$ cat src/assert_macros.svh
// Assertion shorthands for the single-cycle core.
// Expects clk and arst_n in the scope of each use.
`ifndef ASSERT_MACROS_SVH
`define ASSERT_MACROS_SVH

// Same-cycle implication.
`define SMC_ASSERT_IMPL(name, ante, cons) \
	name: assert property (@(posedge clk) disable iff (!arst_n) (ante) |-> (cons)) \
		else $error("smc assertion failed");

// Next-cycle implication.
`define SMC_ASSERT_NEXT(name, ante, cons) \
	name: assert property (@(posedge clk) disable iff (!arst_n) (ante) |=> (cons)) \
		else $error("smc assertion failed");

`endif

$ cat src/smc_pkg.sv
// Shared types and constants of the single-cycle core.
// No dependencies; used by the RTL modules in src and by the testbench.
package smc_pkg;

	localparam int unsigned IMEM_WORDS_DEF = 1024;
	localparam int unsigned DMEM_WORDS_DEF = 1024;
	localparam int unsigned REG_COUNT      = 32;
	localparam int unsigned WIDX_W         = 30;	// byte address bits above bit 1

	localparam logic [1:0] FUNC_EXEC     = 2'd0;
	localparam logic [1:0] FUNC_IMEM_WR  = 2'd1;
	localparam logic [1:0] FUNC_DMEM_WR  = 2'd2;

	localparam logic [5:0] OPC_RTYPE = 6'h00;
	localparam logic [5:0] OPC_J     = 6'h02;
	localparam logic [5:0] OPC_BEQ   = 6'h04;
	localparam logic [5:0] OPC_LW    = 6'h23;
	localparam logic [5:0] OPC_SW    = 6'h2b;

	localparam logic [5:0] FN_ADD = 6'h20;
	localparam logic [5:0] FN_SUB = 6'h22;
	localparam logic [5:0] FN_AND = 6'h24;
	localparam logic [5:0] FN_OR  = 6'h25;
	localparam logic [5:0] FN_SLT = 6'h2a;

	localparam logic [31:0] JUMP_REGION_MASK = 32'hF000_0000;

	typedef enum logic [3:0] {
		ST_CLEAR,
		ST_IDLE,
		ST_LOAD_WAIT,
		ST_IDX_WAIT,
		ST_FETCH,
		ST_DECODE,
		ST_EXECUTE,
		ST_DADDR,
		ST_DADDR_WAIT,
		ST_MEMORY,
		ST_COMMIT
	} state_t;

	typedef struct packed {
		logic clear_step;
		logic accept;
		logic fetch;
		logic decode;
		logic execute;
		logic resolve;	// start data index, settle next pc
		logic memory;
		logic commit;
	} cmd_t;

	typedef struct packed {
		logic in_exec;
		logic clear_last;
		logic imod_done;
		logic dmod_done;
		logic out_free;
	} status_t;

endpackage

$ cat src/smc_ctrl.sv
// Sequencer of the core: clearing pass, load items, instruction steps.
// Depends on smc_pkg and assert_macros.svh.
`include "assert_macros.svh"

module smc_ctrl (
	input  logic             clk,
	input  logic             arst_n,
	input  logic             in_valid,
	output logic             in_ready,
	input  smc_pkg::status_t sts,
	output smc_pkg::cmd_t    cmd
);
	import smc_pkg::*;

	state_t state_q, state_d;

	always_ff @(posedge clk or negedge arst_n) begin
		if (!arst_n) begin
			state_q <= ST_CLEAR;
		end else begin
			state_q <= state_d;
		end
	end

	always_comb begin
		state_d = state_q;
		unique case (state_q)
			ST_CLEAR: begin
				if (sts.clear_last) state_d = ST_IDLE;
			end
			ST_IDLE: begin
				if (in_valid) state_d = sts.in_exec ? ST_IDX_WAIT : ST_LOAD_WAIT;
			end
			ST_LOAD_WAIT: begin
				if (sts.imod_done && sts.dmod_done) state_d = ST_COMMIT;
			end
			ST_IDX_WAIT: begin
				if (sts.imod_done) state_d = ST_FETCH;
			end
			ST_FETCH:   state_d = ST_DECODE;
			ST_DECODE:  state_d = ST_EXECUTE;
			ST_EXECUTE: state_d = ST_DADDR;
			ST_DADDR:   state_d = ST_DADDR_WAIT;
			ST_DADDR_WAIT: begin
				if (sts.dmod_done) state_d = ST_MEMORY;
			end
			ST_MEMORY: state_d = ST_COMMIT;
			ST_COMMIT: begin
				if (sts.out_free) state_d = ST_IDLE;
			end
			default: state_d = ST_CLEAR;
		endcase
	end

	always_comb begin
		cmd      = '0;
		in_ready = 1'b0;
		unique case (state_q)
			ST_CLEAR:   cmd.clear_step = 1'b1;
			ST_IDLE: begin
				in_ready   = 1'b1;
				cmd.accept = in_valid;
			end
			ST_FETCH:   cmd.fetch   = 1'b1;
			ST_DECODE:  cmd.decode  = 1'b1;
			ST_EXECUTE: cmd.execute = 1'b1;
			ST_DADDR:   cmd.resolve = 1'b1;
			ST_MEMORY:  cmd.memory  = 1'b1;
			ST_COMMIT:  cmd.commit  = sts.out_free;
			default: ;
		endcase
	end

	`SMC_ASSERT_NEXT(a_one_item_at_a_time, cmd.accept, !in_ready)
	`SMC_ASSERT_IMPL(a_fetch_index_ready, cmd.fetch, sts.imod_done)
	`SMC_ASSERT_IMPL(a_data_index_ready, cmd.memory, sts.dmod_done)
	`SMC_ASSERT_IMPL(a_clear_ran_full, $fell(state_q == ST_CLEAR), $past(sts.clear_last))

endmodule

$ cat config.mk
export PLATFORM = sky130hd
export DESIGN_NAME = smc_ctrl
export DESIGN_NICKNAME = d
export VERILOG_FILES = /design/src/smc_pkg.sv /design/src/smc_ctrl.sv
export VERILOG_INCLUDE_DIRS = /design/src /design/src/src
export SDC_FILE = /design/constraint.sdc
export NUM_CORES = 1
export LEC_CHECK = 0
export BUFFER_PORTS_ARGS = -buffer_cell sky130_fd_sc_hd__buf_2
export CAP_MARGIN = 20
export CORE_AREA = 2 2 39 41
export CTS_BUF_LIST = sky130_fd_sc_hd__clkbuf_4 sky130_fd_sc_hd__clkbuf_8 sky130_fd_sc_hd__clkbuf_16
export DETAILED_ROUTE_END_ITERATION = 6
export DIE_AREA = 0 0 41 43
export PLACE_DENSITY = 0.61
export SLEW_MARGIN = 0
export SYNTH_ARGS = -nofsm -noshare
export SYNTH_HDL_FRONTEND = slang
export SYNTH_SLANG_ARGS = --single-unit
$ cat constraint.sdc
create_clock -name clk -period 1.57 [get_ports clk]
set_input_delay 0.0785 -clock clk [delete_from_list [all_inputs] [get_ports clk]]
set_output_delay 0.0785 -clock clk [all_outputs]
set_load 0.005 [all_outputs]
==> key figures, run 1 <==
Outcome
  – Status: completed

GRT
  – Initial antenna violation count: 0
  – Vias in the first global route: approximately 400
  – Total GRT Usage: between 10% and 20%
  – Grt total ovfl: 0
  – First-pass GRT wire length: 1.68 mm
  – Pin count of the biggest net entering global routing: 10

Detailed routing
  – Drt initial violations: 7
  – Final wirelength: 1.12 mm
  – Drt drc: 0
  – Final ANT Viol Nets: 0
  – Router iterations before antenna repair: 2
  – Via/cell ratio: 5.01
  – Via count: approximately 440
  – Routed len/inst: around 13 µm

Layout
  – Most common cell after layout, fill and taps aside: buf_2
  – Biggest regs: state_q (4)
  – Final nets: 82
  – Synth-to-Final Area Change: 34.1%
  – Fill count: between 100 and 150
  – Most frequent cells in the layout: buf_2, nor2_1, buf_4
  – Most flops, register: state_q
  – Non-Filler Instances: about 90
  – Largest register FFs: 4
  – Share of layout cells above drive strength 1: 50.0%
  – Antenna cell count: 0
  – Fin util: between 40 and 50%

Clock tree
  – Clock insertion delay at the later pin of the skew report: 0.23 ns
  – Clk sinks: 4
  – Cts bufs inserted: 3
  – CTS tree: built
  – H-Tree Depth: 1
  – Clk root buf: clkbuf_4
  – Clock Path Buffers: 2
  – Clock transition at path regs: roughly 0.040 ns

Synth
  – Cell Area, Synth: roughly 440 µm²
  – Yosys cell types: 29
  – Post-synthesis sequential area ratio: between 20% and 30%
  – Post-Synthesis Net Count: 58
  – Cells after synthesis: 50
  – Seq cells post-synth: 4
  – Syn avg cell area: between 8 and 9 µm²
  – Ys Warns: 0

Power and ir drop
  – P per Cell Area: about 2200 mW/mm²
  – Worst vdd ir: ~0.7 mV
  – Leakage: 0.278 nW

Timing
  – Setup TNS Final: 0 ns
  – Setup Skew: ~0.0048 ns
  – Fmax: about 660 MHz
  – Pins Over Slew Limit: 0
  – Number of setup violations in the final report: 0
  – Part of the cycle the worst path needs: a little over nine tenths
  – Worst-margin pin slew: around 0.3 ns
  – Slew HR: roughly four fifths
  – Tmin final: between 1.5 and 2 ns
  – RSZ-0062 raised after global routing: false
  – Final hold violation count: 0

Floorplan
  – Num ports: 17
  – Rows: 14
  – Die area: roughly 0.0018 mm²
  – Die Y: 43 µm
  – Core area: approximately 0.0014 mm²
  – Initial Util: 31.8%
  – Die extent in x: 41 µm

Worst setup path
  – R2r startpoint: state_q[1]$_DFFE_PN0P_
  – CP Launch Point: state_q[1]$_DFFE_PN0P_
  – Setup CP Type: reg -> reg
  – Reg-to-reg slack, setup: roughly 0.061 ns
  – Worst setup SP type: flip-flop
  – CP max FO: 7
  – Critical path arrival: about 1.6 ns
  – R2R Path End: state_q[1]$_DFFE_PN0P_
  – CP endpoint kind: flip-flop
  – Slowest cell on the critical path: dfrtp_2
  – Max incr delay on CP: ~0.44 ns
  – Worst r2r path cells: 4
  – CP cell instances: nand2b_1 > a2bb2oi_2 > o311ai_4 > mux2_4
  – WP data required: between 1.5 and 2 ns

Run
  – Max_cap viols: 0

Place
  – Number of port buffers: 16
  – Placed cell count: 84
  – Post-DP HPWL: a little over 900 µm
  – RePlAce Congestion: around 0.78

Hold path
  – Worst min-delay path category: in -> async
## metal layers
layer  track usage, %  share of wire, %  vias up
met1             18.8                47      206
met2             20.6                50        9
met4             8.00                 0        0
met3             3.14               3.0        0
met5                0                 0        -
li1                 -                 -      226
## cells in the mapped netlist, drive strengths merged
| cell type | number | area share (%) |
|---|---|---|
| a21boi | 1 | 1.7 |
| nor4b | 1 | 3.4 |
| nand2 | 2 | 1.7 |
| nand2b | 2 | 2.8 |
| buf | 4 | 8.0 |
| inv | 3 | 2.6 |
| a31oi | 1 | 1.4 |
| nor4 | 1 | 1.4 |
| and3b | 1 | 2.3 |
| nor3b | 1 | 1.7 |
| o211ai | 1 | 1.7 |
| o21ai | 2 | 4.0 |
| nor2b | 1 | 1.4 |
| mux2 | 2 | 6.8 |
| and4bb | 1 | 2.8 |
| nor2 | 8 | 6.8 |
| o22ai | 1 | 1.4 |
| a32oi | 1 | 2.0 |
| and2 | 1 | 1.4 |
| nor3 | 4 | 4.5 |
| a2bb2oi | 1 | 3.4 |
| xnor2 | 1 | 2.0 |
| dfrtp | 4 | 23 |
| o311ai | 1 | 6.0 |
| o32ai | 1 | 2.0 |
| a21oi | 2 | 2.3 |
| or2b | 1 | 1.7 |
## worst max-delay path by stage
stage                     depth (start not counted)  slack (ns)                endpoint
after global routing                              5        0.01                  cmd[6]
after global placement                            4         0.1  state_q[0]$_DFFE_PN0P_
after floorplan                                   4        0.11  state_q[0]$_DFFE_PN0P_
final                                             4        0.06  state_q[1]$_DFFE_PN0P_
after CTS                                         5        0.04                  cmd[6]
after detailed placement                          4        0.06  state_q[1]$_DFFE_PN0P_
## per-stage QoR
| step | hold WS (ns) | setup WS, ns | total power, mW | instance area, µm² |
|---|---|---|---|---|
| detailed placement | -0.114 | 0.0615 | 1.14 | 551 |
| finish | 0.179 | 0.0607 | 1.28 | 591 |
| global placement | -0.117 | 0.0993 | 1.13 | 551 |
| floorplan | -0.217 | 0.113 | 0.924 | 440 |
| global route | 0.192 | 0.0112 | 1.39 | 591 |
| CTS | 0.177 | 0.0424 | 1.27 | 583 |
## timing repair
action | 4_1_cts | 5_1_grt
setup buffers | 0 | 0
gates resized for setup | 0 | 3
hold buffers | 1 | 0
endpoints found under the hold margin | 4 | 0
endpoints found under the setup margin | 0 | 5
## critical path, delay by kind of cell (launching register included)
family           cells  cell delay, ns
AO/OA/AOI/OAI        2            0.44
flip-flops           1            0.44
AND/OR/NAND/NOR      1            0.19
multiplexers         1            0.33
## logic make-up after synthesis
logic type | Yosys count | share of synthesized area, %
simple gates | 24 | 32.1
compound gates | 12 | 25.9
buf+inv | 7 | 10.5
flops | 4 | 22.7
mux | 2 | 6.82
xor+xnor | 1 | 1.99
## layout make-up
class                           instances  area, µm²  area share, %
Multi-Input combinational cell         39        299           50.6
Timing Repair Buffer                   23        135           22.9
Sequential cell                         4        103           17.4
Clock buffer                            3       22.5           3.81
Tap cell                               16       20.0           3.39
Inverter                                3       11.3           1.91
## power by group
group | leakage (nW) | total, mW | switching, mW | internal, mW
combinational | 0.216 | 0.901 | 0.427 | 0.473
clock | 0.0138 | 0.124 | 0.0383 | 0.0852
sequential | 0.0479 | 0.259 | 0.0950 | 0.164
total | 0.278 | 1.28 | 0.560 | 0.723
No activity file was read; power rests on OpenSTA's default activity.
==> inputs of run 2 (changes only) <==
- PLACE_DENSITY: 0.61 -> not set
==> key figures, run 2 (synthesis results as in run 1) <==
Clock tree
  – Clock insertion delay at the later pin of the skew report: 0.24 ns (about the same)
  – Clock transition at path regs: 0.04 ns (about the same)
  – Clk sinks: 4 (unchanged)
  – Clock Path Buffers: 2 (unchanged)
  – H-Tree Depth: 1 (unchanged)
  – Cts bufs inserted: 3 (unchanged)
  – CTS tree: built
  – Clk root buf: clkbuf_4

Timing
  – Tmin final: 1.50 ns (-0.0136 ns)
  – Fmax: 669 MHz (+0.91%)
  – Number of setup violations in the final report: 0 (unchanged)
  – Part of the cycle the worst path needs: 95.3% (-0.87 points)
  – RSZ-0062 raised after global routing: false
  – Worst-margin pin slew: 0.377 ns (+0.0749 ns)
  – Pins Over Slew Limit: 0 (unchanged)
  – Setup Skew: 0.00559 ns (+0.000823 ns)
  – Setup TNS Final: 0 ns (unchanged)
  – Slew HR: 74.8% (-5.0 points)
  – Hold WS: 0.174 ns (-0.00510 ns)
  – Final hold violation count: 0 (unchanged)

Layout
  – Most flops, register: state_q
  – Non-Filler Instances: 89 (+1.1%)
  – Share of layout cells above drive strength 1: 50.7% (+0.68 points)
  – Antenna cell count: 0 (unchanged)
  – Largest register FFs: 4 (unchanged)
  – Biggest regs: state_q (4)
  – Final nets: 83 (+1.2%)
  – Most frequent cells in the layout: buf_2, nor2_1, buf_4
  – Most common cell after layout, fill and taps aside: buf_2
  – Fin util: 43.9% (+1.3 points)
  – Synth-to-Final Area Change: 38.1%

GRT
  – Pin count of the biggest net entering global routing: 10 (unchanged)
  – First-pass GRT wire length: 1.91 mm (+14%)
  – Grt total ovfl: 0 (unchanged)
  – Vias in the first global route: 442 (+13%)
  – Initial antenna violation count: 0 (unchanged)
  – Total GRT Usage: 16.2% (+1.9 points)

Detailed routing
  – Drt drc: 0 (unchanged)
  – Router iterations before antenna repair: 4 (+2)
  – Via count: 455 (+3.2%)
  – Routed len/inst: 13.1 µm (+2.3%)
  – Drt initial violations: 6 (-1)
  – Via/cell ratio: 5.11 (+2.0%)
  – Final ANT Viol Nets: 0 (unchanged)
  – Final wirelength: 1.16 mm (+3.5%)

Floorplan
  – Die Y: 43 µm (unchanged)
  – Initial Util: 31.8% (unchanged)
  – Die area: 0.00176 mm² (unchanged)
  – Num ports: 17 (unchanged)
  – Die extent in x: 41 µm (unchanged)
  – Core area: 0.00138 mm² (unchanged)
  – Rows: 14 (unchanged)

Power and ir drop
  – P per Cell Area: 2200 mW/mm² (+1.1%)
  – Switch share: 44.3% (+0.67 points)
  – Worst vdd ir: 0.708 mV (+1.4%)
  – Comb pwr share: 70.8% (+0.6 points)
  – Net Switching: 0.592 mW (+5.7%)
  – Leakage: 0.284 nW (+2.3%)
  – Clock network fraction of total power: 9.7% (about the same)
  – Cell internal pwr: 0.743 mW (+2.9%)
  – Sequential share of power: 19.5% (-0.7 points)

Worst setup path
  – Setup CP Type: reg -> reg
  – CP max FO: 6 (-1)
  – Worst r2r path cells: 4 (unchanged)
  – CP endpoint kind: flip-flop
  – R2R Path End: state_q[1]$_DFFE_PN0P_
  – CP cell instances: and4bb_1 > o21ai_2 > o311ai_4 > mux2_4
  – WP data required: 1.69 ns (about the same)
  – Worst setup SP type: flip-flop
  – Max incr delay on CP: 0.44 ns (about the same)
  – R2r startpoint: state_q[3]$_DFFE_PN0P_
  – Critical path arrival: 1.62 ns (about the same)
  – CP top delay family: flip-flops
  – Slowest cell on the critical path: dfrtp_1
  – Bufs and invs on worst path: 0 (unchanged)
  – Reg-to-reg slack, setup: 0.07 ns (about the same)

Place
  – Post-DP HPWL: 890 µm (-1.7%)
  – Number of port buffers: 16 (unchanged)
  – RePlAce Congestion: 0.764 (-2.6%)
  – Placed cell count: 85 (+1.2%)

Outcome
  – Status: completed

Hold path
  – Worst min-delay path category: in -> async

Run
  – Max_cap viols: 0 (unchanged)
run 2: cell types whose count changed in the layout (fill, tap and decap cells not counted):
cell	change
nor3_1	-1
dfrtp_2	-1
buf_4	+1
nor3_4	+1
dfrtp_1	+1
run 2: stage by stage:
step / cell area, µm² / setup WS (ns) / power [mW]
floorplan: 440 / 0.113 / 0.924
global placement: 558 / 0.108 / 1.14
detailed placement: 558 / 0.0693 / 1.15
CTS: 596 / 0.0652 / 1.30
global route: 608 / 0.00271 / 1.45
finish: 608 / 0.0743 / 1.34
run 2: power groups by stage:
stage	sequential (mW)	combinational, mW	clock [mW]
after CTS	0.251	0.917	0.133
final	0.260	0.946	0.130
after global routing	0.273	1.03	0.144
after floorplan	0.198	0.726	0
after global placement	0.251	0.893	0
after detailed placement	0.250	0.901	0
run 2: how the worst max path moves through the flow:
stage,slack [ns],cells past startpoint,start,endpoint
after floorplan,0.11,4,state_q[1]$_DFFE_PN0P_,state_q[0]$_DFFE_PN0P_
after global placement,0.11,4,state_q[3]$_DFFE_PN0P_,state_q[0]$_DFFE_PN0P_
after detailed placement,0.07,5,state_q[1]$_DFFE_PN0P_,state_q[1]$_DFFE_PN0P_
after CTS,0.07,5,state_q[1]$_DFFE_PN0P_,state_q[1]$_DFFE_PN0P_
after global routing,0.003,4,state_q[0]$_DFFE_PN0P_,cmd[0]
final,0.07,4,state_q[3]$_DFFE_PN0P_,state_q[1]$_DFFE_PN0P_
run 2: area by class of cell:
class                      instances  area (µm²)
timing repair buffer              24         143
inverter                           3        11.3
sequential                         4         101
clock buffer                       3        22.5
multi-input combinational         39         310
fill                             141         776
tap                               16        20.0
run 2: timing repair:
item	CTS	global route
endpoints found under the hold margin	4	0
gates cloned	0	0
buffers inserted	0	0
gates resized for setup	1	3
setup endpoints to repair	1	4
hold buffers	1	0
run 2: layer usage:
metal,vias up,track usage (%),wire length [µm]
li1,228,-,-
met1,212,18.5,521
met2,13,26.6,569
met3,2,3.66,53
met4,0,8.00,18
met5,-,0,0
